File: src/hw/rtl/dsnt_pkg.sv
// Shared types, codes and constants of the distance-sorted neighbor table.
`default_nettype none

package dsnt_pkg;

    // Default number of table entries.
    localparam int TABLE_DEPTH_DEF = 16;

    // Stream widths: request and result fields packed from bit 0 up, padded to bytes.
    localparam int IN_W    = 72;
    localparam int OUT_W   = 80;
    localparam int OUT_PAD = OUT_W - 76;
    localparam int IN_PAD  = IN_W - 70;

    // Operation codes.
    localparam logic [1:0] OP_INSERT = 2'd0;
    localparam logic [1:0] OP_REMOVE = 2'd1;
    localparam logic [1:0] OP_READ   = 2'd2;

    // Result status codes.
    localparam logic [2:0] STAT_INSERTED  = 3'd0;
    localparam logic [2:0] STAT_UPDATED   = 3'd1;
    localparam logic [2:0] STAT_OK        = 3'd2;
    localparam logic [2:0] STAT_NOT_FOUND = 3'd3;
    localparam logic [2:0] STAT_FULL      = 3'd4;

    // One stored entry, address in the low bits.
    typedef struct packed {
        logic signed [15:0] eff;
        logic signed [15:0] snr;
        logic signed [15:0] distance;
        logic [15:0]        addr;
    } entry_t;

    // Kind of walk over the entry memory.
    typedef enum logic [1:0] {
        WALK_FIND,
        WALK_DEL,
        WALK_LOC,
        WALK_INS
    } walk_t;

    // Which result the output register is loaded with.
    typedef enum logic [2:0] {
        RES_MISS,
        RES_ABSENT,
        RES_FULL,
        RES_FOUND,
        RES_NEW,
        RES_READ
    } res_t;

    // Commands from the controller to the datapath.
    typedef struct packed {
        logic  take_req;
        logic  run;
        walk_t walk;
        logic  start_del;
        logic  start_loc;
        logic  start_ins;
        logic  dec_count;
        logic  write_new;
        logic  read_pos;
        logic  load_out;
        res_t  res;
    } cmd_t;

    // Status from the datapath to the controller.
    typedef struct packed {
        logic       walk_done;
        logic       walk_hit;
        logic [1:0] op;
        logic       present;
        logic       full;
        logic       out_free;
    } sts_t;

endpackage

`default_nettype wire

File: src/hw/rtl/dsnt_ram.sv
// Generic single-write, single-read RAM with registered read data.
`default_nettype none

module dsnt_ram #(
    parameter int  WIDTH = 64,
    parameter int  DEPTH = 16,
    localparam int AW    = (DEPTH > 1) ? $clog2(DEPTH) : 1
) (
    input  logic             clk,
    input  logic             we,
    input  logic [AW-1:0]    waddr,
    input  logic [WIDTH-1:0] wdata,
    input  logic             re,
    input  logic [AW-1:0]    raddr,
    output logic [WIDTH-1:0] rdata
);

    logic [WIDTH-1:0] mem [DEPTH];
    logic [WIDTH-1:0] rdata_reg;

    always_ff @(posedge clk)
    begin
        if (we)
        begin
            mem[waddr] <= wdata;
        end
        if (re)
        begin
            rdata_reg <= mem[raddr];
        end
    end

    assign rdata = rdata_reg;

endmodule

`default_nettype wire

File: src/hw/rtl/dsnt_ctrl.sv
// Controller state machine that sequences the table walks for each request.
`default_nettype none

module dsnt_ctrl (
    input  logic           clk,
    input  logic           rst_n,
    input  logic           s_tvalid,
    output logic           s_tready,
    input  dsnt_pkg::sts_t sts,
    output dsnt_pkg::cmd_t cmd
);

    import dsnt_pkg::*;

    typedef enum logic [2:0] {
        S_IDLE,
        S_DECODE,
        S_FIND,
        S_DEL,
        S_LOC,
        S_INS,
        S_WRITE,
        S_FINISH
    } state_t;

    state_t state_reg, state_next;
    res_t   res_reg, res_next;

    always_comb
    begin
        state_next = state_reg;
        res_next   = res_reg;
        cmd        = '0;
        cmd.walk   = WALK_FIND;
        cmd.res    = res_reg;
        s_tready   = 1'b0;

        unique case (state_reg)
            S_IDLE:
            begin
                s_tready = 1'b1;
                if (s_tvalid)
                begin
                    cmd.take_req = 1'b1;
                    state_next   = S_DECODE;
                end
            end

            S_DECODE:
            begin
                unique case (sts.op) inside
                    OP_INSERT, OP_REMOVE:
                    begin
                        state_next = S_FIND;
                    end
                    OP_READ:
                    begin
                        if (sts.present)
                        begin
                            cmd.read_pos = 1'b1;
                            res_next     = RES_READ;
                        end
                        else
                        begin
                            res_next = RES_MISS;
                        end
                        state_next = S_FINISH;
                    end
                    default:
                    begin
                        res_next   = RES_MISS;
                        state_next = S_FINISH;
                    end
                endcase
            end

            S_FIND:
            begin
                cmd.run  = 1'b1;
                cmd.walk = WALK_FIND;
                if (sts.walk_done)
                begin
                    if (sts.walk_hit)
                    begin
                        // Both a remove and an update first close the gap.
                        cmd.start_del = 1'b1;
                        state_next    = S_DEL;
                    end
                    else if (sts.op == OP_REMOVE)
                    begin
                        res_next   = RES_ABSENT;
                        state_next = S_FINISH;
                    end
                    else if (sts.full)
                    begin
                        res_next   = RES_FULL;
                        state_next = S_FINISH;
                    end
                    else
                    begin
                        cmd.start_loc = 1'b1;
                        state_next    = S_LOC;
                    end
                end
            end

            S_DEL:
            begin
                cmd.run  = 1'b1;
                cmd.walk = WALK_DEL;
                if (sts.walk_done)
                begin
                    cmd.dec_count = 1'b1;
                    if (sts.op == OP_REMOVE)
                    begin
                        res_next   = RES_FOUND;
                        state_next = S_FINISH;
                    end
                    else
                    begin
                        cmd.start_loc = 1'b1;
                        state_next    = S_LOC;
                    end
                end
            end

            S_LOC:
            begin
                cmd.run  = 1'b1;
                cmd.walk = WALK_LOC;
                if (sts.walk_done)
                begin
                    cmd.start_ins = 1'b1;
                    state_next    = S_INS;
                end
            end

            S_INS:
            begin
                cmd.run  = 1'b1;
                cmd.walk = WALK_INS;
                if (sts.walk_done)
                begin
                    state_next = S_WRITE;
                end
            end

            S_WRITE:
            begin
                cmd.write_new = 1'b1;
                res_next      = RES_NEW;
                state_next    = S_FINISH;
            end

            S_FINISH:
            begin
                if (sts.out_free)
                begin
                    cmd.load_out = 1'b1;
                    state_next   = S_IDLE;
                end
            end

            default:
            begin
                state_next = S_IDLE;
            end
        endcase
    end

    always_ff @(posedge clk or negedge rst_n)
    begin
        if (!rst_n)
        begin
            state_reg <= S_IDLE;
            res_reg   <= RES_MISS;
        end
        else
        begin
            state_reg <= state_next;
            res_reg   <= res_next;
        end
    end

endmodule

`default_nettype wire

File: src/hw/rtl/dsnt_dpath.sv
// Datapath: entry memory, walk pointer, compare stage, count and result register.
`default_nettype none

module dsnt_dpath #(
    parameter int  TABLE_DEPTH = dsnt_pkg::TABLE_DEPTH_DEF,
    localparam int AW          = (TABLE_DEPTH > 1) ? $clog2(TABLE_DEPTH) : 1,
    localparam int CW          = $clog2(TABLE_DEPTH + 1)
) (
    input  logic                       clk,
    input  logic                       rst_n,
    input  logic [dsnt_pkg::IN_W-1:0]  s_tdata,
    output logic                       m_tvalid,
    input  logic                       m_tready,
    output logic [dsnt_pkg::OUT_W-1:0] m_tdata,
    input  dsnt_pkg::cmd_t             cmd,
    output dsnt_pkg::sts_t             sts
);

    import dsnt_pkg::*;

    // Control registers.
    logic [CW-1:0] count_reg, count_next;
    logic [CW-1:0] rp_reg, rp_next;
    logic          chk_vld_reg, chk_vld_next;
    logic          found_reg, found_next;
    logic          out_valid_reg, out_valid_next;

    // Payload registers.
    logic [AW-1:0]      chk_idx_reg, chk_idx_next;
    logic [AW-1:0]      found_pos_reg, found_pos_next;
    logic [CW-1:0]      ins_pos_reg, ins_pos_next;
    entry_t             cap_reg, cap_next;
    logic [1:0]         req_op_reg;
    logic [15:0]        req_addr_reg;
    logic signed [15:0] req_dist_reg;
    logic signed [15:0] req_snr_reg;
    logic signed [15:0] req_eff_reg;
    logic [3:0]         req_pos_reg;
    logic [2:0]         out_status_reg, out_status_next;
    entry_t             out_entry_reg, out_entry_next;
    logic [3:0]         out_pos_reg, out_pos_next;
    logic [4:0]         out_count_reg, out_count_next;

    // Memory ports and walk logic.
    entry_t        rd_entry;
    entry_t        wr_entry;
    entry_t        new_entry;
    logic          we;
    logic          re;
    logic [AW-1:0] waddr;
    logic [AW-1:0] raddr;
    logic [AW-1:0] rd_idx;
    logic [CW-1:0] rp_dec;
    logic          issue;
    logic          hit;
    logic          walk_done;

    dsnt_ram #(
        .WIDTH ($bits(entry_t)),
        .DEPTH (TABLE_DEPTH)
    ) u_ram (
        .clk   (clk),
        .we    (we),
        .waddr (waddr),
        .wdata (wr_entry),
        .re    (re),
        .raddr (raddr),
        .rdata (rd_entry)
    );

    always_comb
    begin
        new_entry.addr     = req_addr_reg;
        new_entry.distance = req_dist_reg;
        new_entry.snr      = found_reg ? cap_reg.snr : req_snr_reg;
        new_entry.eff      = found_reg ? cap_reg.eff : req_eff_reg;
    end

    // Walk pointer: ascending for find, locate and delete, descending for the
    // insertion shift. The compare stage sees the entry read in the cycle before.
    always_comb
    begin
        rp_dec = rp_reg - 1'b1;
        if (cmd.walk == WALK_INS)
        begin
            issue  = rp_reg > ins_pos_reg;
            rd_idx = rp_dec[AW-1:0];
        end
        else
        begin
            issue  = rp_reg < count_reg;
            rd_idx = rp_reg[AW-1:0];
        end

        hit = 1'b0;
        if (chk_vld_reg)
        begin
            case (cmd.walk)
                WALK_FIND: hit = (rd_entry.addr == req_addr_reg);
                WALK_LOC:  hit = ($signed(rd_entry.distance) > $signed(req_dist_reg));
                default:   hit = 1'b0;
            endcase
        end

        walk_done = hit || (!chk_vld_reg && !issue);
    end

    always_comb
    begin
        re    = (cmd.run && issue) || cmd.read_pos;
        raddr = cmd.read_pos ? AW'(req_pos_reg) : rd_idx;

        we       = 1'b0;
        waddr    = chk_idx_reg;
        wr_entry = rd_entry;
        if (cmd.write_new)
        begin
            we       = 1'b1;
            waddr    = ins_pos_reg[AW-1:0];
            wr_entry = new_entry;
        end
        else if (cmd.run && chk_vld_reg)
        begin
            case (cmd.walk)
                WALK_DEL:
                begin
                    we    = 1'b1;
                    waddr = chk_idx_reg - 1'b1;
                end
                WALK_INS:
                begin
                    we    = 1'b1;
                    waddr = chk_idx_reg + 1'b1;
                end
                default:
                begin
                    we = 1'b0;
                end
            endcase
        end
    end

    always_comb
    begin
        rp_next        = rp_reg;
        chk_vld_next   = chk_vld_reg;
        chk_idx_next   = chk_idx_reg;
        count_next     = count_reg;
        found_next     = found_reg;
        found_pos_next = found_pos_reg;
        cap_next       = cap_reg;
        ins_pos_next   = ins_pos_reg;

        if (cmd.run)
        begin
            chk_vld_next = issue;
            if (issue)
            begin
                chk_idx_next = rd_idx;
                rp_next      = (cmd.walk == WALK_INS) ? rp_dec : rp_reg + 1'b1;
            end
            if (cmd.walk == WALK_FIND && hit)
            begin
                found_next     = 1'b1;
                found_pos_next = chk_idx_reg;
                cap_next       = rd_entry;
            end
            if (cmd.walk == WALK_LOC && walk_done)
            begin
                ins_pos_next = hit ? CW'(chk_idx_reg) : count_reg;
            end
        end

        if (cmd.take_req || cmd.start_loc)
        begin
            rp_next      = '0;
            chk_vld_next = 1'b0;
        end
        if (cmd.start_del)
        begin
            rp_next      = CW'(chk_idx_reg) + 1'b1;
            chk_vld_next = 1'b0;
        end
        if (cmd.start_ins)
        begin
            rp_next      = count_reg;
            chk_vld_next = 1'b0;
        end
        if (cmd.take_req)
        begin
            found_next = 1'b0;
        end

        if (cmd.dec_count)
        begin
            count_next = count_reg - 1'b1;
        end
        else if (cmd.write_new)
        begin
            count_next = count_reg + 1'b1;
        end
    end

    // Result register.
    always_comb
    begin
        out_status_next = out_status_reg;
        out_entry_next  = out_entry_reg;
        out_pos_next    = out_pos_reg;
        out_count_next  = out_count_reg;
        out_valid_next  = out_valid_reg && !m_tready;

        if (cmd.load_out)
        begin
            out_valid_next  = 1'b1;
            out_count_next  = 5'(count_reg);
            out_entry_next  = '0;
            out_pos_next    = '0;
            out_status_next = STAT_NOT_FOUND;
            case (cmd.res)
                RES_ABSENT:
                begin
                    out_entry_next.addr = req_addr_reg;
                end
                RES_FULL:
                begin
                    out_status_next     = STAT_FULL;
                    out_entry_next.addr = req_addr_reg;
                end
                RES_FOUND:
                begin
                    out_status_next = STAT_OK;
                    out_entry_next  = cap_reg;
                    out_pos_next    = 4'(found_pos_reg);
                end
                RES_NEW:
                begin
                    out_status_next = found_reg ? STAT_UPDATED : STAT_INSERTED;
                    out_entry_next  = new_entry;
                    out_pos_next    = 4'(ins_pos_reg);
                end
                RES_READ:
                begin
                    out_status_next = STAT_OK;
                    out_entry_next  = rd_entry;
                    out_pos_next    = req_pos_reg;
                end
                default:
                begin
                    out_status_next = STAT_NOT_FOUND;
                end
            endcase
        end
    end

    always_ff @(posedge clk or negedge rst_n)
    begin
        if (!rst_n)
        begin
            count_reg     <= '0;
            rp_reg        <= '0;
            chk_vld_reg   <= 1'b0;
            found_reg     <= 1'b0;
            out_valid_reg <= 1'b0;
        end
        else
        begin
            count_reg     <= count_next;
            rp_reg        <= rp_next;
            chk_vld_reg   <= chk_vld_next;
            found_reg     <= found_next;
            out_valid_reg <= out_valid_next;
        end
    end

    always_ff @(posedge clk)
    begin
        chk_idx_reg    <= chk_idx_next;
        found_pos_reg  <= found_pos_next;
        ins_pos_reg    <= ins_pos_next;
        cap_reg        <= cap_next;
        out_status_reg <= out_status_next;
        out_entry_reg  <= out_entry_next;
        out_pos_reg    <= out_pos_next;
        out_count_reg  <= out_count_next;
        if (cmd.take_req)
        begin
            req_op_reg   <= s_tdata[1:0];
            req_addr_reg <= s_tdata[17:2];
            req_dist_reg <= s_tdata[33:18];
            req_snr_reg  <= s_tdata[49:34];
            req_eff_reg  <= s_tdata[65:50];
            req_pos_reg  <= s_tdata[69:66];
        end
    end

    assign sts.walk_done = walk_done;
    assign sts.walk_hit  = hit;
    assign sts.op        = req_op_reg;
    assign sts.present   = 32'(req_pos_reg) < 32'(count_reg);
    assign sts.full      = count_reg >= CW'(TABLE_DEPTH);
    assign sts.out_free  = !out_valid_reg || m_tready;

    assign m_tvalid = out_valid_reg;
    assign m_tdata  = {{OUT_PAD{1'b0}}, out_count_reg, out_pos_reg, out_entry_reg,
                       out_status_reg};

    a_write_fits: assert property (@(posedge clk) disable iff (!rst_n)
        cmd.write_new |-> count_reg < CW'(TABLE_DEPTH))
        else $error("new entry written into a full table");

    a_count_up: assert property (@(posedge clk) disable iff (!rst_n)
        cmd.write_new |=> count_reg == CW'($past(count_reg) + 1'b1))
        else $error("entry count did not grow after a write");

    a_del_nonempty: assert property (@(posedge clk) disable iff (!rst_n)
        cmd.dec_count |-> count_reg != '0)
        else $error("entry count decremented below zero");

    a_load_free: assert property (@(posedge clk) disable iff (!rst_n)
        cmd.load_out |-> (!out_valid_reg || m_tready))
        else $error("result register overwritten before it was taken");

endmodule

`default_nettype wire

File: src/hw/rtl/distance_sorted_neighbor_table_top.sv
// Top level of the distance-sorted neighbor table.
`default_nettype none

// The block keeps up to TABLE_DEPTH neighbor entries in a single-port-write
// RAM, ordered by rising signed distance, and serves one request at a time:
// insert-or-update, remove by address, or read by position; every request
// yields exactly one result. All work is done by walks through the entry RAM
// that touch one entry per clock cycle, so the time per request follows the
// number of valid entries N. A read or an unused operation code needs no walk.
// A remove runs a search to the matching address and a shift that closes the
// gap. An insert runs a search, a locate, a shift up and a write, and an
// update the same steps, since its search stops at the entry, the gap is
// closed from there, and the entry is then inserted again at its new place.
// A new request is accepted as soon as the previous result sits in the output
// register, even if that result has not yet been taken. The entry RAM needs no
// clearing after reset; only positions below the entry count are ever read.
module distance_sorted_neighbor_table_top #(
    parameter int TABLE_DEPTH = dsnt_pkg::TABLE_DEPTH_DEF
) (
    input  logic                       clk,
    input  logic                       rst_n,
    // Request: op[1:0], neighbor_addr[17:2], distance[33:18], avg_snr[49:34],
    // effective_distance[65:50], position[69:66], zero padding[71:70].
    input  logic                       s_tvalid,
    output logic                       s_tready,
    input  logic [dsnt_pkg::IN_W-1:0]  s_tdata,
    // Result: status[2:0], entry_addr[18:3], entry_distance[34:19],
    // entry_avg_snr[50:35], entry_eff_distance[66:51], entry_position[70:67],
    // entry_count[75:71], zero padding[79:76].
    output logic                       m_tvalid,
    input  logic                       m_tready,
    output logic [dsnt_pkg::OUT_W-1:0] m_tdata
);

    import dsnt_pkg::*;

    cmd_t cmd;
    sts_t sts;

    // The controller decides which walk runs next; the datapath owns the RAM,
    // the walk pointer, the entry count and the result register.
    dsnt_ctrl u_ctrl (
        .clk      (clk),
        .rst_n    (rst_n),
        .s_tvalid (s_tvalid),
        .s_tready (s_tready),
        .sts      (sts),
        .cmd      (cmd)
    );

    dsnt_dpath #(
        .TABLE_DEPTH (TABLE_DEPTH)
    ) u_dpath (
        .clk      (clk),
        .rst_n    (rst_n),
        .s_tdata  (s_tdata),
        .m_tvalid (m_tvalid),
        .m_tready (m_tready),
        .m_tdata  (m_tdata),
        .cmd      (cmd),
        .sts      (sts)
    );

endmodule

`default_nettype wire

File: config.mk
export PLATFORM = sky130hd
export DESIGN_NAME = distance_sorted_neighbor_table_top
export DESIGN_NICKNAME = d
export VERILOG_FILES = /design/src/hw/rtl/dsnt_pkg.sv /design/src/hw/rtl/dsnt_ram.sv /design/src/hw/rtl/dsnt_ctrl.sv /design/src/hw/rtl/dsnt_dpath.sv /design/src/hw/rtl/distance_sorted_neighbor_table_top.sv
export SDC_FILE = /design/constraint.sdc
export NUM_CORES = 2
export LEC_CHECK = 0
export CAP_MARGIN = 20
export CORE_UTILIZATION = 45
export CTS_BUF_LIST = sky130_fd_sc_hd__clkbuf_16
export CTS_CLUSTER_DIAMETER = 40
export DETAILED_ROUTE_END_ITERATION = 10
export DONT_BUFFER_PORTS = 1
export GPL_TIMING_DRIVEN = 1
export SLEW_MARGIN = 10
export SYNTH_ARGS = -nofsm -noshare
export SYNTH_HDL_FRONTEND = slang
export SYNTH_SLANG_ARGS = --single-unit
File: constraint.sdc
create_clock -name clk -period 15.6 [get_ports clk]
set_clock_uncertainty 0.15 [all_clocks]
set_input_delay 1.56 -clock clk [delete_from_list [all_inputs] [get_ports clk]]
set_output_delay 1.56 -clock clk [all_outputs]
set_load 0.01 [all_outputs]
==> results.md <==
* Post-synth EDFFs at 1311
* Cts-stage hold buffer count at 0
* Max VDD drop at 0.1585 mV
* CP max stage delay at 860 ps
* Worst reg2reg path startpoint: u_ctrl.state_reg[1]
* HP Class: register to register
* Synth top cells by count: edfxtp_1, mux2i_1, o22ai_1
* R2R depth at 10
* Finish-stage setup viols at 0
* Post-CTS Resized at 0
* Sequential-to-total area share from yosys stat at 75.88%
* Worst setup margin at 9666 ps
* Pwr Density at 232.3 nW/um^2
* Final hold slack at 331.1 ps
* Buf/Inv on CP at 3
* Ys flop type: edfxtp_1
* First-pass GRT wire length at 190500 um
* Diode count at 0
* Die ar. at 118100 um^2
* Post-Syn Area per Cell at 17.22 um^2
* CTS buffer count at 161
* Hold depth at 0
* Post-route ant nets at 0
* CTS tree: done
* Cell chain of the critical path: nor3_2 -> o211a_1 -> a31oi_4 -> mux2i_4 -> buf_4 -> buf_4 -> buf_4 -> mux2i_1 -> o22ai_1 -> or4_1
* Post-DP HPWL at 69940 um
* DR iter-0 viols at 2954
* WL per Instance at 27.58 um
* Number of setup buffers added after CTS at 0
* Initial antenna violation count at 2
* Final GP Congestion at 0.7844
* CTS root buffer: clkbuf_16
* # DRC at 0
* Reg2Reg Setup Slack at 9670 ps
* Startpoint class of the critical path: register
* Max_cap viols at 0
* Worst Path Max Fanout at 56
* DP Worst Slack at 9541 ps
* Clock transition at path regs at 60 ps
* Worst Hold Launch: u_dpath.u_ram.rdata[33]
* Synth Instances at 3050
* Number of I/O pins at 158
* Cell count along the critical path at 10
* Vias at 28250
* Layout area overhead at 13.93%
* DRT Pass-1 Iters at 8
* Final Hold Fails at 0
* Core ar. at 115000 um^2
* Share of layout cells above drive strength 1 at 12.52%
* Most flop-heavy register: u_dpath.u_ram.mem
* Count leader, synth: edfxtp_1
* H-tree depth at 4
* Vias in the first global route at 28230
* Max reg flops at 1024
* Post-route clock period utilization at 38.04%
* Die H at 343.6 um
* CP Launch Point: u_ctrl.state_reg[1]
* Fmax at 168.5 MHz
* Run status: finished, final reports clean
* Synth area leaders: edfxtp_1, mux2i_1, o22ai_1, a22o_1, nand2_1
* Initial Utilization at 45.68%
* Ys async rst share at 1.429%
* Slowest-stage cell, CP: buf_4
* Shortest period the worst path allows at 5934 ps
* Clock Path Buffers at 3
* Instance area at placement at 54550 um^2
* Setup CP Type: register to register
* Tightest Pin Transition at 1098 ps
* Max-slew violation count at 0
* Core Util, Final at 52.04%
* Yosys top cell area share at 74.97%
* Via density at 5.881
* Largest net degree at the start of global routing at 66
* Routed WL at 132500 um
* Crit path max-delay family: buffers and inverters
* CP dominant cell by count: buf_4
* Slew HR at 26.82%
* Sum Neg Setup Slack at 0 ps
* Mapped cell area at 52510 um^2
* CP required at 15940 ps
* Die Wd at 343.6 um
* Std-Cell Rows at 124
* Biggest area consumer among synthesized cells: edfxtp_1
* Clk sinks at 1330
* Critical Path AT at 6270 ps
* Design area at 59820 um^2
* Synthesis Warnings at 0
* Total gr overflow at 0
* Post-synth cell types at 63
* Overall Global Routing Usage at 22.45%
* IO Port Bufs at 0
* RSZ-0062 raised after global routing: no
* CP endpoint kind: register
* Fin nets at 3280
* Leak at 21.02 nW
* Number of synthesized register bits at 1330
* Insertion delay to the later sink of the worst-skew pair at 780 ps
[power breakdown]
part / total, mW / switching, mW / internal (mW) / leakage (nW)
registers: 5.60 / 0.319 / 5.28 / 12.1
clock network: 3.62 / 1.49 / 2.13 / 2.59
logic: 4.68 / 3.04 / 1.64 / 6.29
[layout by cell type, fill, tap and decap left out, types with 5 or more instances in the layout]
cell type	count
edfxtp_1	1311
mux2i_1	551
o22ai_1	262
nand2_1	178
clkbuf_16	162
o21ai_0	112
buf_4	90
a22o_1	86
or4_1	66
inv_1	50
ha_1	38
clkinv_1	27
nor2_1	23
a21oi_1	22
buf_2	22
inv_6	20
clkinv_2	20
xor2_1	17
dfrtp_1	17
nor2_4	16
nand2b_1	13
xnor2_1	13
clkinv_4	13
bufinv_16	13
clkinvlp_4	11
and3_1	9
a21o_1	7
nand3_1	6
nand2_2	6
nand4_1	5
nor2b_1	5
a31oi_1	5
mux2_2	5
o21ai_1	5
[cell type report]
cell class / count / area, um^2
clock buffer: 162 / 4054
clock inverter: 128 / 1176
fill: 9062 / 55140
inverter: 36 / 135.1
multi-input combinational: 1520 / 11860
sequential: 1330 / 39850
tap: 1512 / 1892
timing repair buffer: 115 / 860.8
[cell families after synthesis]
family / synth area share [%]
AOI/OAI and AO/OA: 6.650
xor gates and xnor gates: 0.5528
adders and majority gates: 0.9817
buffers and inverters: 1.932
DFF: 75.88
muxes: 10.66
other: 0.007141
and+or+nand+nor: 3.343
[layer usage]
metal  track usage (%)  up-vias  part of all wire, %
li1                  -    12430                    -
met1             29.95    14440                   41
met2             36.52     1131                   48
met3             4.752      242                  7.8
met4             7.796        2                  2.8
met5                 0        -               0.0091
[stage by stage]
| stage | power [mW] | cells |
|---|---|---|
| after floorplan | 8.845 | 3053 |
| after global placement | 10.15 | 4486 |
| after detailed placement | 10.34 | 4511 |
| after CTS | 13.97 | 4801 |
| after global routing | 14.49 | 4803 |
| final | 13.90 | 4803 |
[final timing paths]
check                                     endpoint
setup / recovery           u_dpath.u_ram.rdata[39]
hold / removal                 u_dpath.cap_reg[33]
setup reg to reg           u_dpath.u_ram.rdata[39]
hold reg to reg                u_dpath.cap_reg[33]
max in group asynchronous        u_dpath.found_reg
min in group asynchronous     u_dpath.count_reg[0]
[worst register-to-register path: cells and delay by family, from the launching register on]
kind | cells | cell delay (ps)
buffers and inverters | 3 | 2560
AOI/OAI and AO/OA | 3 | 710
and+or+nand+nor | 2 | 760
muxes | 2 | 650
DFF | 1 | 810
(Power assumes the default switching activity.)
